--- src/hw/rtl/pns_pkg.sv ---
package pns_pkg;

  // Register indexes on the configuration port
  typedef enum logic [2:0] {
    CFG_MIDI_CHANNEL  = 3'd0,
    CFG_LOW_NOTE      = 3'd1,
    CFG_HIGH_NOTE     = 3'd2,
    CFG_RESPONSE_MODE = 3'd3,
    CFG_SENSITIVITY   = 3'd4
  } cfg_reg_e;

  localparam int unsigned CfgIndexWidth = 3;
  localparam int unsigned CfgDataWidth  = 9;

  // Reset values of the registers
  localparam logic [3:0] RstChanNibble = 4'd0;   // channel 1
  localparam logic [6:0] RstLowNote    = 7'd12;
  localparam logic [6:0] RstHighNote   = 7'd108;
  localparam logic [1:0] RstConfirm    = 2'd2;
  localparam logic [2:0] RstRelease    = 3'd3;
  localparam logic [8:0] RstSens       = 9'd90;

  // Onset and envelope constants
  localparam logic [1:0]  RefractoryFrames = 2'd3;
  localparam logic [8:0]  EnvOnsetMul      = 9'd435;    // 1.7 in Q8
  localparam logic [13:0] EnvRate          = 14'd13107; // 0.2 in Q16

  // Velocity constants
  localparam logic [13:0] VelScaleSq = 14'd12100;  // 110 squared
  localparam logic [6:0]  VelBase    = 7'd17;
  localparam logic [16:0] VelArgMax  = 17'd65536;  // 1.0 in Q16

  // One input beat
  typedef struct packed {
    logic        pitch_valid;
    logic [14:0] pitch_note;
    logic [15:0] clarity;
    logic [15:0] level;
    logic [11:0] block_end_offset;
  } in_beat_t;

  // One result beat
  typedef struct packed {
    logic              note_off_valid;
    logic [6:0]        note_off_number;
    logic              note_on_valid;
    logic [6:0]        note_on_number;
    logic [6:0]        note_on_velocity;
    logic [3:0]        channel_nibble;
    logic [11:0]       event_offset;
    logic signed [7:0] held_note;
    logic [15:0]       shown_level;
    logic [14:0]       shown_pitch;
  } out_beat_t;

  // Input stage: the beat plus the velocity radicand taken at accept
  typedef struct packed {
    in_beat_t    beat;
    logic [13:0] vel_rad;
  } stage_t;

  // Working configuration handed to the core
  typedef struct packed {
    logic [3:0]  chan_nibble;
    logic [6:0]  low_note;
    logic [7:0]  high_eff;
    logic [1:0]  confirm;
    logic [2:0]  release_cnt;
    logic [10:0] level_floor;
    logic [15:0] clarity_min;
  } cfg_t;

  // Level floor: 98 + floor((256 - s) * 1311 / 256), s clamped to 256
  function automatic logic [10:0] level_floor(input logic [8:0] sens);
    logic [8:0]  s;
    logic [8:0]  inv;
    logic [19:0] prod;
    s    = (sens > 9'd256) ? 9'd256 : sens;
    inv  = 9'd256 - s;
    prod = 20'(inv) * 20'd1311;
    return 11'd98 + 11'(prod[19:8]);
  endfunction

  // Minimum clarity: 32768 + floor((256 - s) * 19661 / 256)
  function automatic logic [15:0] clarity_min(input logic [8:0] sens);
    logic [8:0]  s;
    logic [8:0]  inv;
    logic [22:0] prod;
    s    = (sens > 9'd256) ? 9'd256 : sens;
    inv  = 9'd256 - s;
    prod = 23'(inv) * 23'd19661;
    return 16'd32768 + {1'b0, prod[22:8]};
  endfunction

endpackage

--- src/hw/rtl/pns_cfg.sv ---
module pns_cfg (
  input  logic                                clk_i,
  input  logic                                rst_ni,
  input  logic                                cfg_valid_i,
  output logic                                cfg_ready_o,
  input  logic [pns_pkg::CfgIndexWidth-1:0]   cfg_index_i,
  input  logic [pns_pkg::CfgDataWidth-1:0]    cfg_data_i,
  output pns_pkg::cfg_t                       cfg_o
);

  logic [3:0]  chan_q;
  logic [6:0]  low_q;
  logic [6:0]  high_q;
  logic [1:0]  confirm_q;
  logic [2:0]  release_q;
  logic [10:0] lfloor_q;
  logic [15:0] cmin_q;
  logic [4:0]  chan_wr;
  logic [7:0]  low_plus1;

  assign cfg_ready_o = 1'b1;
  assign chan_wr     = cfg_data_i[4:0];

  // Register writes; derived values are stored at write time
  always_ff @(posedge clk_i or negedge rst_ni) begin
    if (!rst_ni) begin
      chan_q    <= pns_pkg::RstChanNibble;
      low_q     <= pns_pkg::RstLowNote;
      high_q    <= pns_pkg::RstHighNote;
      confirm_q <= pns_pkg::RstConfirm;
      release_q <= pns_pkg::RstRelease;
      lfloor_q  <= pns_pkg::level_floor(pns_pkg::RstSens);
      cmin_q    <= pns_pkg::clarity_min(pns_pkg::RstSens);
    end else if (cfg_valid_i) begin
      unique case (pns_pkg::cfg_reg_e'(cfg_index_i))
        pns_pkg::CFG_MIDI_CHANNEL: begin
          // channel 0 acts as 1, above 16 acts as 16
          if (chan_wr == 5'd0) chan_q <= 4'd0;
          else if (chan_wr > 5'd16) chan_q <= 4'd15;
          else chan_q <= 4'(chan_wr - 5'd1);
        end
        pns_pkg::CFG_LOW_NOTE:  low_q  <= cfg_data_i[6:0];
        pns_pkg::CFG_HIGH_NOTE: high_q <= cfg_data_i[6:0];
        pns_pkg::CFG_RESPONSE_MODE: begin
          case (cfg_data_i[1:0])
            2'd0: begin
              confirm_q <= 2'd1;
              release_q <= 3'd2;
            end
            2'd2: begin
              confirm_q <= 2'd3;
              release_q <= 3'd4;
            end
            default: begin
              confirm_q <= 2'd2;
              release_q <= 3'd3;
            end
          endcase
        end
        pns_pkg::CFG_SENSITIVITY: begin
          lfloor_q <= pns_pkg::level_floor(cfg_data_i);
          cmin_q   <= pns_pkg::clarity_min(cfg_data_i);
        end
        default: ;
      endcase
    end
  end

  // High note is raised to at least low note plus one
  assign low_plus1 = {1'b0, low_q} + 8'd1;

  always_comb begin
    cfg_o.chan_nibble = chan_q;
    cfg_o.low_note    = low_q;
    cfg_o.high_eff    = ({1'b0, high_q} < low_plus1) ? low_plus1 : {1'b0, high_q};
    cfg_o.confirm     = confirm_q;
    cfg_o.release_cnt = release_q;
    cfg_o.level_floor = lfloor_q;
    cfg_o.clarity_min = cmin_q;
  end

endmodule

--- src/hw/rtl/pns_isqrt.sv ---
module pns_isqrt (
  input  logic [13:0] rad_i,
  output logic [6:0]  root_o
);

  // Digit-by-digit integer square root, two radicand bits per step
  always_comb begin
    logic [15:0] rem;
    logic [15:0] trial;
    logic [6:0]  root;
    rem  = 16'd0;
    root = 7'd0;
    for (int i = 6; i >= 0; i--) begin
      rem   = {rem[13:0], rad_i[2*i +: 2]};
      trial = {7'd0, root, 2'b01};
      if (rem >= trial) begin
        rem  = rem - trial;
        root = {root[5:0], 1'b1};
      end else begin
        root = {root[5:0], 1'b0};
      end
    end
    root_o = root;
  end

endmodule

--- src/hw/rtl/pns_core.sv ---
module pns_core (
  input  logic               clk_i,
  input  logic               rst_ni,
  input  logic               step_i,
  input  pns_pkg::stage_t    stage_i,
  input  pns_pkg::cfg_t      cfg_i,
  output pns_pkg::out_beat_t res_o
);

  // Tracking state
  logic        held_v_q, held_v_d;
  logic [6:0]  held_q, held_d;
  logic        cand_v_q, cand_v_d;
  logic [6:0]  cand_q, cand_d;
  logic [2:0]  cand_cnt_q, cand_cnt_d;
  logic [2:0]  silent_q, silent_d;
  logic [6:0]  hist_q [2];
  logic [6:0]  hist_d [2];
  logic [1:0]  fill_q, fill_d;
  logic [15:0] env_q, env_d;
  logic [1:0]  refr_q, refr_d;

  logic [14:0] pitch;
  logic [15:0] level;
  logic        voiced;
  logic        onset;
  logic [15:0] hi_lim;
  logic [24:0] env_mul;
  logic [17:0] thr;
  logic        env_up;
  logic [15:0] env_diff;
  logic [29:0] env_dmul;
  logic [13:0] env_step;
  logic [15:0] raw_sum;
  logic [7:0]  raw8;
  logic [6:0]  hcap;
  logic [6:0]  raw;
  logic [6:0]  med_a, med_b, med;
  logic [1:0]  fill_inc;
  logic [6:0]  note;
  logic [6:0]  root;

  assign pitch = stage_i.beat.pitch_note;
  assign level = stage_i.beat.level;

  // Voicing test: widened note range, level and clarity floors
  assign hi_lim = {cfg_i.high_eff, 8'd0} + 16'd87;
  assign voiced = stage_i.beat.pitch_valid
                  && (({1'b0, pitch} + 16'd89) >= {1'b0, cfg_i.low_note, 8'd0})
                  && ({1'b0, pitch} <= hi_lim)
                  && (level > {5'd0, cfg_i.level_floor})
                  && (stage_i.beat.clarity > cfg_i.clarity_min);

  // Onset against the envelope before its update
  assign env_mul = 25'(env_q) * 25'(pns_pkg::EnvOnsetMul);
  assign thr     = {1'b0, env_mul[24:8]} + {6'd0, cfg_i.level_floor, 1'b0};
  assign onset   = ({2'b00, level} > thr) && (refr_q == 2'd0);

  // Envelope moves a fifth of the way toward the level
  assign env_up   = level >= env_q;
  assign env_diff = env_up ? (level - env_q) : (env_q - level);
  assign env_dmul = 30'(env_diff) * 30'(pns_pkg::EnvRate);
  assign env_step = env_dmul[29:16];

  // Round to a note and clamp to the range
  assign raw_sum = {1'b0, pitch} + 16'd128;
  assign raw8    = raw_sum[15:8];
  assign hcap    = (cfg_i.high_eff > 8'd127) ? 7'd127 : cfg_i.high_eff[6:0];

  always_comb begin
    if (raw8 < {1'b0, cfg_i.low_note}) raw = cfg_i.low_note;
    else if (raw8 > {1'b0, hcap}) raw = hcap;
    else raw = raw8[6:0];
  end

  // Three-note median over the new note and the last two
  assign med_a    = (raw < hist_q[0]) ? raw : hist_q[0];
  assign med_b    = (raw > hist_q[0]) ? raw : hist_q[0];
  assign med      = (med_a > ((med_b < hist_q[1]) ? med_b : hist_q[1]))
                    ? med_a : ((med_b < hist_q[1]) ? med_b : hist_q[1]);
  assign fill_inc = (fill_q == 2'd3) ? 2'd3 : fill_q + 2'd1;
  assign note     = (fill_inc == 2'd3) ? med : raw;

  pns_isqrt u_isqrt (
    .rad_i  (stage_i.vel_rad),
    .root_o (root)
  );

  // Note decisions and the result beat
  always_comb begin
    held_v_d   = held_v_q;
    held_d     = held_q;
    cand_v_d   = cand_v_q;
    cand_d     = cand_q;
    cand_cnt_d = cand_cnt_q;
    silent_d   = silent_q;
    hist_d     = hist_q;
    fill_d     = fill_q;
    env_d      = env_up ? (env_q + {2'd0, env_step}) : (env_q - {2'd0, env_step});
    refr_d     = (refr_q != 2'd0) ? refr_q - 2'd1 : refr_q;

    res_o.note_off_valid   = 1'b0;
    res_o.note_off_number  = 7'd0;
    res_o.note_on_valid    = 1'b0;
    res_o.note_on_number   = 7'd0;
    res_o.note_on_velocity = 7'd0;
    res_o.channel_nibble   = cfg_i.chan_nibble;
    res_o.event_offset     = stage_i.beat.block_end_offset;
    res_o.shown_level      = (level[15:14] != 2'b00) ? 16'hFFFF : {level[13:0], 2'b00};
    res_o.shown_pitch      = voiced ? pitch : 15'd0;

    if (voiced) begin
      silent_d  = 3'd0;
      hist_d[0] = raw;
      hist_d[1] = hist_q[0];
      fill_d    = fill_inc;
      if (cand_v_q && (note == cand_q)) begin
        if (cand_cnt_q != 3'd7) cand_cnt_d = cand_cnt_q + 3'd1;
      end else begin
        cand_v_d   = 1'b1;
        cand_d     = note;
        cand_cnt_d = 3'd1;
      end
      if (!held_v_q) begin
        if (cand_cnt_d >= {1'b0, cfg_i.confirm}) begin
          held_v_d            = 1'b1;
          held_d              = note;
          res_o.note_on_valid = 1'b1;
        end
      end else if (((note != held_q) && (cand_cnt_d >= {1'b0, cfg_i.confirm})) || onset) begin
        // change of note or onset retrigger
        res_o.note_off_valid  = 1'b1;
        res_o.note_off_number = held_q;
        held_d                = note;
        res_o.note_on_valid   = 1'b1;
      end
      if (res_o.note_on_valid) begin
        res_o.note_on_number   = note;
        res_o.note_on_velocity = root + pns_pkg::VelBase;
        refr_d                 = pns_pkg::RefractoryFrames;
      end
    end else begin
      cand_cnt_d = 3'd0;
      fill_d     = 2'd0;
      if (held_v_q) begin
        if (silent_q != 3'd7) silent_d = silent_q + 3'd1;
        if (silent_d >= cfg_i.release_cnt) begin
          res_o.note_off_valid  = 1'b1;
          res_o.note_off_number = held_q;
          held_v_d              = 1'b0;
          res_o.shown_pitch     = 15'd0;
        end
      end
    end

    res_o.held_note = held_v_d ? $signed({1'b0, held_d}) : -8'sd1;
  end

  // State advances once per frame
  always_ff @(posedge clk_i or negedge rst_ni) begin
    if (!rst_ni) begin
      held_v_q   <= 1'b0;
      held_q     <= 7'd0;
      cand_v_q   <= 1'b0;
      cand_q     <= 7'd0;
      cand_cnt_q <= 3'd0;
      silent_q   <= 3'd0;
      hist_q[0]  <= 7'd0;
      hist_q[1]  <= 7'd0;
      fill_q     <= 2'd0;
      env_q      <= 16'd0;
      refr_q     <= 2'd0;
    end else if (step_i) begin
      held_v_q   <= held_v_d;
      held_q     <= held_d;
      cand_v_q   <= cand_v_d;
      cand_q     <= cand_d;
      cand_cnt_q <= cand_cnt_d;
      silent_q   <= silent_d;
      hist_q     <= hist_d;
      fill_q     <= fill_d;
      env_q      <= env_d;
      refr_q     <= refr_d;
    end
  end

endmodule

--- src/hw/rtl/pitch_to_note_segmenter.sv ---
// Pitch-to-note segmenter. Takes one tracker frame per clock unless stalled
// and returns one result beat per frame: a note-off slot, a note-on slot
// with velocity, and the display values. A frame passes an input register,
// then the note logic, then a result register; the held-note, median and
// envelope state updates as each frame leaves the input register, which
// sets the rate at one frame per cycle while the output is not stalled.
// While a result waits on a stalled output, the input register takes one
// more frame and then the input stalls until the result leaves.
// Configuration writes are always ready and take effect on the next frame;
// write them while no frame is in flight.
module pitch_to_note_segmenter (
  input  logic                              clk_i,
  input  logic                              rst_ni,
  input  logic                              in_valid_i,
  output logic                              in_stall_o,
  input  pns_pkg::in_beat_t                 in_data_i,
  output logic                              out_valid_o,
  input  logic                              out_stall_i,
  output pns_pkg::out_beat_t                out_data_o,
  input  logic                              cfg_valid_i,
  output logic                              cfg_ready_o,
  input  logic [pns_pkg::CfgIndexWidth-1:0] cfg_index_i,
  input  logic [pns_pkg::CfgDataWidth-1:0]  cfg_data_i
);

  pns_pkg::cfg_t      cfg;
  pns_pkg::stage_t    stage_q, stage_d;
  logic               stage_v_q;
  pns_pkg::out_beat_t res;
  pns_pkg::out_beat_t out_q;
  logic               out_v_q;
  logic               adv;
  logic               in_acc;
  logic [18:0]        lvl6;
  logic [16:0]        vel_arg;
  logic [29:0]        vel_prod;

  pns_cfg u_cfg (
    .clk_i       (clk_i),
    .rst_ni      (rst_ni),
    .cfg_valid_i (cfg_valid_i),
    .cfg_ready_o (cfg_ready_o),
    .cfg_index_i (cfg_index_i),
    .cfg_data_i  (cfg_data_i),
    .cfg_o       (cfg)
  );

  // Handshake: the stage moves on when the result register is free
  assign adv        = stage_v_q && (!out_v_q || !out_stall_i);
  assign in_stall_o = stage_v_q && !adv;
  assign in_acc     = in_valid_i && !in_stall_o;

  // Velocity radicand: floor(12100 * min(6 * level, 1.0) / 65536)
  assign lvl6     = 19'(in_data_i.level) * 19'd6;
  assign vel_arg  = (lvl6 > 19'(pns_pkg::VelArgMax)) ? pns_pkg::VelArgMax : lvl6[16:0];
  assign vel_prod = 30'(vel_arg) * 30'(pns_pkg::VelScaleSq);

  always_comb begin
    stage_d.beat    = in_data_i;
    stage_d.vel_rad = vel_prod[29:16];
  end

  // Input register
  always_ff @(posedge clk_i or negedge rst_ni) begin
    if (!rst_ni) begin
      stage_v_q <= 1'b0;
    end else if (in_acc) begin
      stage_v_q <= 1'b1;
    end else if (adv) begin
      stage_v_q <= 1'b0;
    end
  end

  always_ff @(posedge clk_i) begin
    if (in_acc) begin
      stage_q <= stage_d;
    end
  end

  pns_core u_core (
    .clk_i   (clk_i),
    .rst_ni  (rst_ni),
    .step_i  (adv),
    .stage_i (stage_q),
    .cfg_i   (cfg),
    .res_o   (res)
  );

  // Result register
  always_ff @(posedge clk_i or negedge rst_ni) begin
    if (!rst_ni) begin
      out_v_q <= 1'b0;
    end else if (adv) begin
      out_v_q <= 1'b1;
    end else if (!out_stall_i) begin
      out_v_q <= 1'b0;
    end
  end

  always_ff @(posedge clk_i) begin
    if (adv) begin
      out_q <= res;
    end
  end

  assign out_valid_o = out_v_q;
  assign out_data_o  = out_q;

  // A note-on always carries a velocity of at least the base value
  assert property (@(posedge clk_i) disable iff (!rst_ni)
    out_valid_o && out_data_o.note_on_valid |->
      out_data_o.note_on_velocity >= pns_pkg::VelBase)
    else $error("note-on velocity below base");

  // After a note-on the held note is that note
  assert property (@(posedge clk_i) disable iff (!rst_ni)
    out_valid_o && out_data_o.note_on_valid |->
      out_data_o.held_note == $signed({1'b0, out_data_o.note_on_number}))
    else $error("held note differs from note-on");

  // An unused note-on slot reports zeros
  assert property (@(posedge clk_i) disable iff (!rst_ni)
    out_valid_o && !out_data_o.note_on_valid |->
      out_data_o.note_on_velocity == 7'd0 && out_data_o.note_on_number == 7'd0)
    else $error("unused note-on slot not cleared");

  // The input side only stalls with a frame held in the input register
  assert property (@(posedge clk_i) disable iff (!rst_ni)
    in_stall_o |-> $past(in_acc) || $past(in_stall_o))
    else $error("stall without a held frame");

endmodule

--- config.mk ---
export PLATFORM = sky130hd
export DESIGN_NAME = pitch_to_note_segmenter
export DESIGN_NICKNAME = d
export VERILOG_FILES = /design/src/hw/rtl/pns_pkg.sv /design/src/hw/rtl/pns_cfg.sv /design/src/hw/rtl/pns_isqrt.sv /design/src/hw/rtl/pns_core.sv /design/src/hw/rtl/pitch_to_note_segmenter.sv
export SDC_FILE = /design/constraint.sdc
export NUM_CORES = 2
export LEC_CHECK = 0
export ABC_AREA = 1
export BUFFER_PORTS_ARGS = -buffer_cell sky130_fd_sc_hd__buf_4
export CORE_MARGIN = 2
export CORE_UTILIZATION = 25
export DETAILED_ROUTE_END_ITERATION = 10
export SYNTH_ARGS = -nofsm -noshare
export SYNTH_HDL_FRONTEND = slang
export SYNTH_SLANG_ARGS = --single-unit
--- constraint.sdc ---
create_clock -name clk_i -period 13.92 [get_ports clk_i]
set_input_delay 2.784 -clock clk_i [delete_from_list [all_inputs] [get_ports clk_i]]
set_output_delay 2.784 -clock clk_i [all_outputs]
set_load 0.02 [all_outputs]
==> reports/metrics.json <==
{
  "clock.fmax_mhz": 84.3,
  "grt_max_degree": 76,
  "top_usage_layer": "met2",
  "slowest_cell_on_crit_path": "sky130_fd_sc_hd__a31oi_1",
  "std_cell_rows": 132,
  "tightestPinTransition_ps": 1090,
  "main_synth_ff_type": "sky130_fd_sc_hd__edfxtp_1",
  "synth_area_leaders": "sky130_fd_sc_hd__ha_1 22%, sky130_fd_sc_hd__fa_1 14%, sky130_fd_sc_hd__edfxtp_1 14%",
  "cts_tree": "done",
  "syn2layout_area_growth_pct": 13.5,
  "worstHoldStart": "stage_q[25]",
  "drt_drc_violations_left": 0,
  "synth_area_leader_cell": "sky130_fd_sc_hd__ha_1",
  "hpwl_mm": 71.0,
  "first_global_vias": 25800,
  "drt_pass_1_iters": 5,
  "number_of_i_o_pins": 158,
  "cts_setup_buffers": 0,
  "arrival_ps": 12150,
  "totalWireLength_mm": 84.4,
  "finalClockSkew_ps": 21.3,
  "critical_path.endpoint_type": "flip-flop",
  "worstReg2RegStart": "u_cfg.low_q[2]",
  "holdCritPathClass": "reg2reg",
  "yosysMostFrequentCell": "sky130_fd_sc_hd__inv_1",
  "gr_overflow_total": 0,
  "drv_slew": 0,
  "critical_path.reg2reg.endpoint": "out_data_o[57]",
  "timing.reg2reg.setup_slack_ps": 2060,
  "whs_path_depth": 0,
  "maxCapViolCount": 0,
  "final_antenna_net_count": 0,
  "ys_seq_elements": 258,
  "hold-path-endpoint": "out_data_o[50]",
  "tritoncts.num_buffers": 34,
  "final-hold-violation-count": 0,
  "cts_root_buffer": "sky130_fd_sc_hd__clkbuf_16",
  "yosys_warnings": 0,
  "via_count": 25800,
  "run_status": "finished, final reports clean",
  "synth.cell_area_um2": 32600,
  "ctsResizeCount": 0,
  "clk-insertion-delay-late_ps": 560,
  "rr_worst_depth": 66,
  "cts-hold-fix-buffers": 0,
  "die_width_um": 365,
  "clkSinkCount": 258,
  "initial_core_util": 0.252,
  "cp_common_cell": "sky130_fd_sc_hd__nand2_1",
  "layout_min_cycle_time_ps": 11860,
  "final.fill_count": 13900,
  "synth_unique_cells": 71,
  "final_net_count": 4965,
  "global_route.usage.met2": 0.199,
  "average_footprint_of_a_synthesized_cell_um2": 8.31,
  "core_box_area_um2": 129000,
  "die_h_um": 365,
  "globalRouteMet3Util": 0.0179,
  "synth-async-reset-ratio": 0.415,
  "io_buffer_count": 156,
  "clock_path_buffers": 3,
  "critical_path_required_ps": 14200,
  "synth_enable_flop_cells": 151,
  "worst_setup_path_start_kind": "flip-flop",
  "finalSetupTns_ps": 0,
  "cts.clk_slew.worst_paths_ps": 60,
  "setup_viol_count_final": 0,
  "global_routing_usage_on_met1": 0.184,
  "max-slew-margin-rel": 0.275,
  "groute.usage.overall": 0.127,
  "multi_input_area_um2": 22300,
  "htree_levels": 2,
  "finalWeightedCongestion": 0.874,
  "avgViaCountPerCell": 4.41,
  "detail_route.wl_per_cell_um": 14.4,
  "area.sequential_um2": 7240,
  "design.die.area_um2": 133000,
  "drt_iter0_drc": 1499,
  "yosysTopAreaCellShare": 0.221,
  "max_stage_delay_ps": 580,
  "grt_first_pass_wirelength_mm": 137,
  "ys_top_cells_by_count": "759 x sky130_fd_sc_hd__inv_1, 698 x sky130_fd_sc_hd__nand2_1, 575 x sky130_fd_sc_hd__ha_1",
  "grt_setup_unrepaired": "no",
  "grt_antenna_before_repair": 0,
  "synthesis.instances": 3923,
  "final_layout_size_suffix_gt1_frac": 0.0827,
  "crit_type": "reg2reg",
  "period_share": 0.852,
  "path_max_fanout": 16,
  "synth_seq_area_share": 0.222
}
-- routing by layer --
| layer | share of wire | vias to the layer above |
|---|---|---|
| li1 | - | 13100 |
| met1 | 0.50 | 12200 |
| met2 | 0.43 | 449 |
| met3 | 0.042 | 90 |
| met4 | 0.022 | 0 |
| met5 | 0 | - |
-- cell usage in the layout (no fill, tap or decap), types with 8 or more instances in the layout --
cell                        Yosys  final
sky130_fd_sc_hd__nand3_1      170    170
sky130_fd_sc_hd__o21a_1        17     17
sky130_fd_sc_hd__o21ai_0      204    204
sky130_fd_sc_hd__o31ai_1        8      8
sky130_fd_sc_hd__ha_1         575    575
sky130_fd_sc_hd__nor2_1       251    250
sky130_fd_sc_hd__or2_2         14     14
sky130_fd_sc_hd__o211ai_1      19     19
sky130_fd_sc_hd__nand2_1      698    698
sky130_fd_sc_hd__nand3b_1       9      9
sky130_fd_sc_hd__nand3_2       14     14
sky130_fd_sc_hd__a21o_1        13     13
sky130_fd_sc_hd__nand2_2       29     29
sky130_fd_sc_hd__nor3_1        29     28
sky130_fd_sc_hd__fa_1         228    228
sky130_fd_sc_hd__o21ai_1        8      8
sky130_fd_sc_hd__clkbuf_16      0     36
sky130_fd_sc_hd__dfstp_2       22     22
sky130_fd_sc_hd__a21oi_1      214    214
sky130_fd_sc_hd__buf_4          4    167
sky130_fd_sc_hd__dfrtp_1       85     85
sky130_fd_sc_hd__xnor2_1       53     53
sky130_fd_sc_hd__nor4_1         9      9
sky130_fd_sc_hd__a211oi_1      11     11
sky130_fd_sc_hd__xor2_1       124    124
sky130_fd_sc_hd__a31oi_1        9      9
sky130_fd_sc_hd__edfxtp_1     151    151
sky130_fd_sc_hd__nand4_1       43     43
sky130_fd_sc_hd__o21bai_1      23     23
sky130_fd_sc_hd__inv_1        759    758
-- worst max path at each step --
stage	start	endpoint	slack [ps]	depth (start not counted)
floorplan	in_data_i[12]	stage_q[13]	4110	33
global placement	u_cfg.low_q[2]	out_data_o[57]	2310	65
detailed placement	u_cfg.low_q[2]	out_data_o[61]	2170	66
CTS	u_cfg.low_q[2]	out_data_o[57]	2120	66
global route	u_cfg.low_q[2]	out_data_o[56]	460	66
finish	u_cfg.low_q[2]	out_data_o[57]	2060	66
-- sequential cells by signal (all words and copies together), names as in the netlist, 3 cells and up --
register / flops
u_cfg.chan_q: 4
u_cfg.high_q: 7
u_cfg.release_q: 3
u_core.hist_q: 14
out_data_o: 77
stage_q: 74
u_core.silent_q: 3
u_cfg.cmin_q: 15
u_core.env_q: 16
u_core.cand_cnt_q: 3
u_cfg.low_q: 7
u_core.cand_q: 7
u_core.held_q: 7
u_cfg.lfloor_q: 11
-- critical path: cells and delay by family (launching register included) --
family          cells  cell delay (ps)
flops               1              570
buf+inv            11             1560
simple gates       32             4210
compound gates     17             3510
fa+ha+maj           6             1750
-- final cells by class --
type	instances	area share
multi-input cells	2852	0.602
flip-flops and latches	258	0.196
inverters	771	0.0783
well taps	1742	0.0589
repair buffers	168	0.0340
clock buffers	45	0.0258
clock inverters	17	0.00568
diodes	1	0.0000676
-- per-stage QoR --
step | hold slack (ps) | setup slack [ps] | utilization | instances | instance area [µm²]
finish | 417 | 2060 | 0.286 | 5854 | 37000
global route | 424 | 456 | 0.286 | 5853 | 37000
CTS | 418 | 2120 | 0.286 | 5852 | 37000
detailed placement | 406 | 2170 | 0.277 | 5790 | 35800
global placement | 402 | 2310 | 0.277 | 5790 | 35800
floorplan | 400 | 4110 | - | 3924 | 32600
-- logic make-up (layout without fill, tap and decap cells) --
logic type                 count (synthesis)  after routing  share of synthesized area
and+or+nand+nor                         1299           1299                      0.175
DFF                                      258            258                      0.222
other                                      1              3                   0.000115
xor gates and xnor gates                 177            177                     0.0475
buffers and inverters                    814           1001                     0.0955
adders and majority gates                803            803                      0.361
AOI/OAI and AO/OA                        570            570                     0.0994
muxes                                      1              1                   0.000307
Power is not shown: default switching activity piles up to over one toggle a cycle in this logic, so the estimate is an artifact.
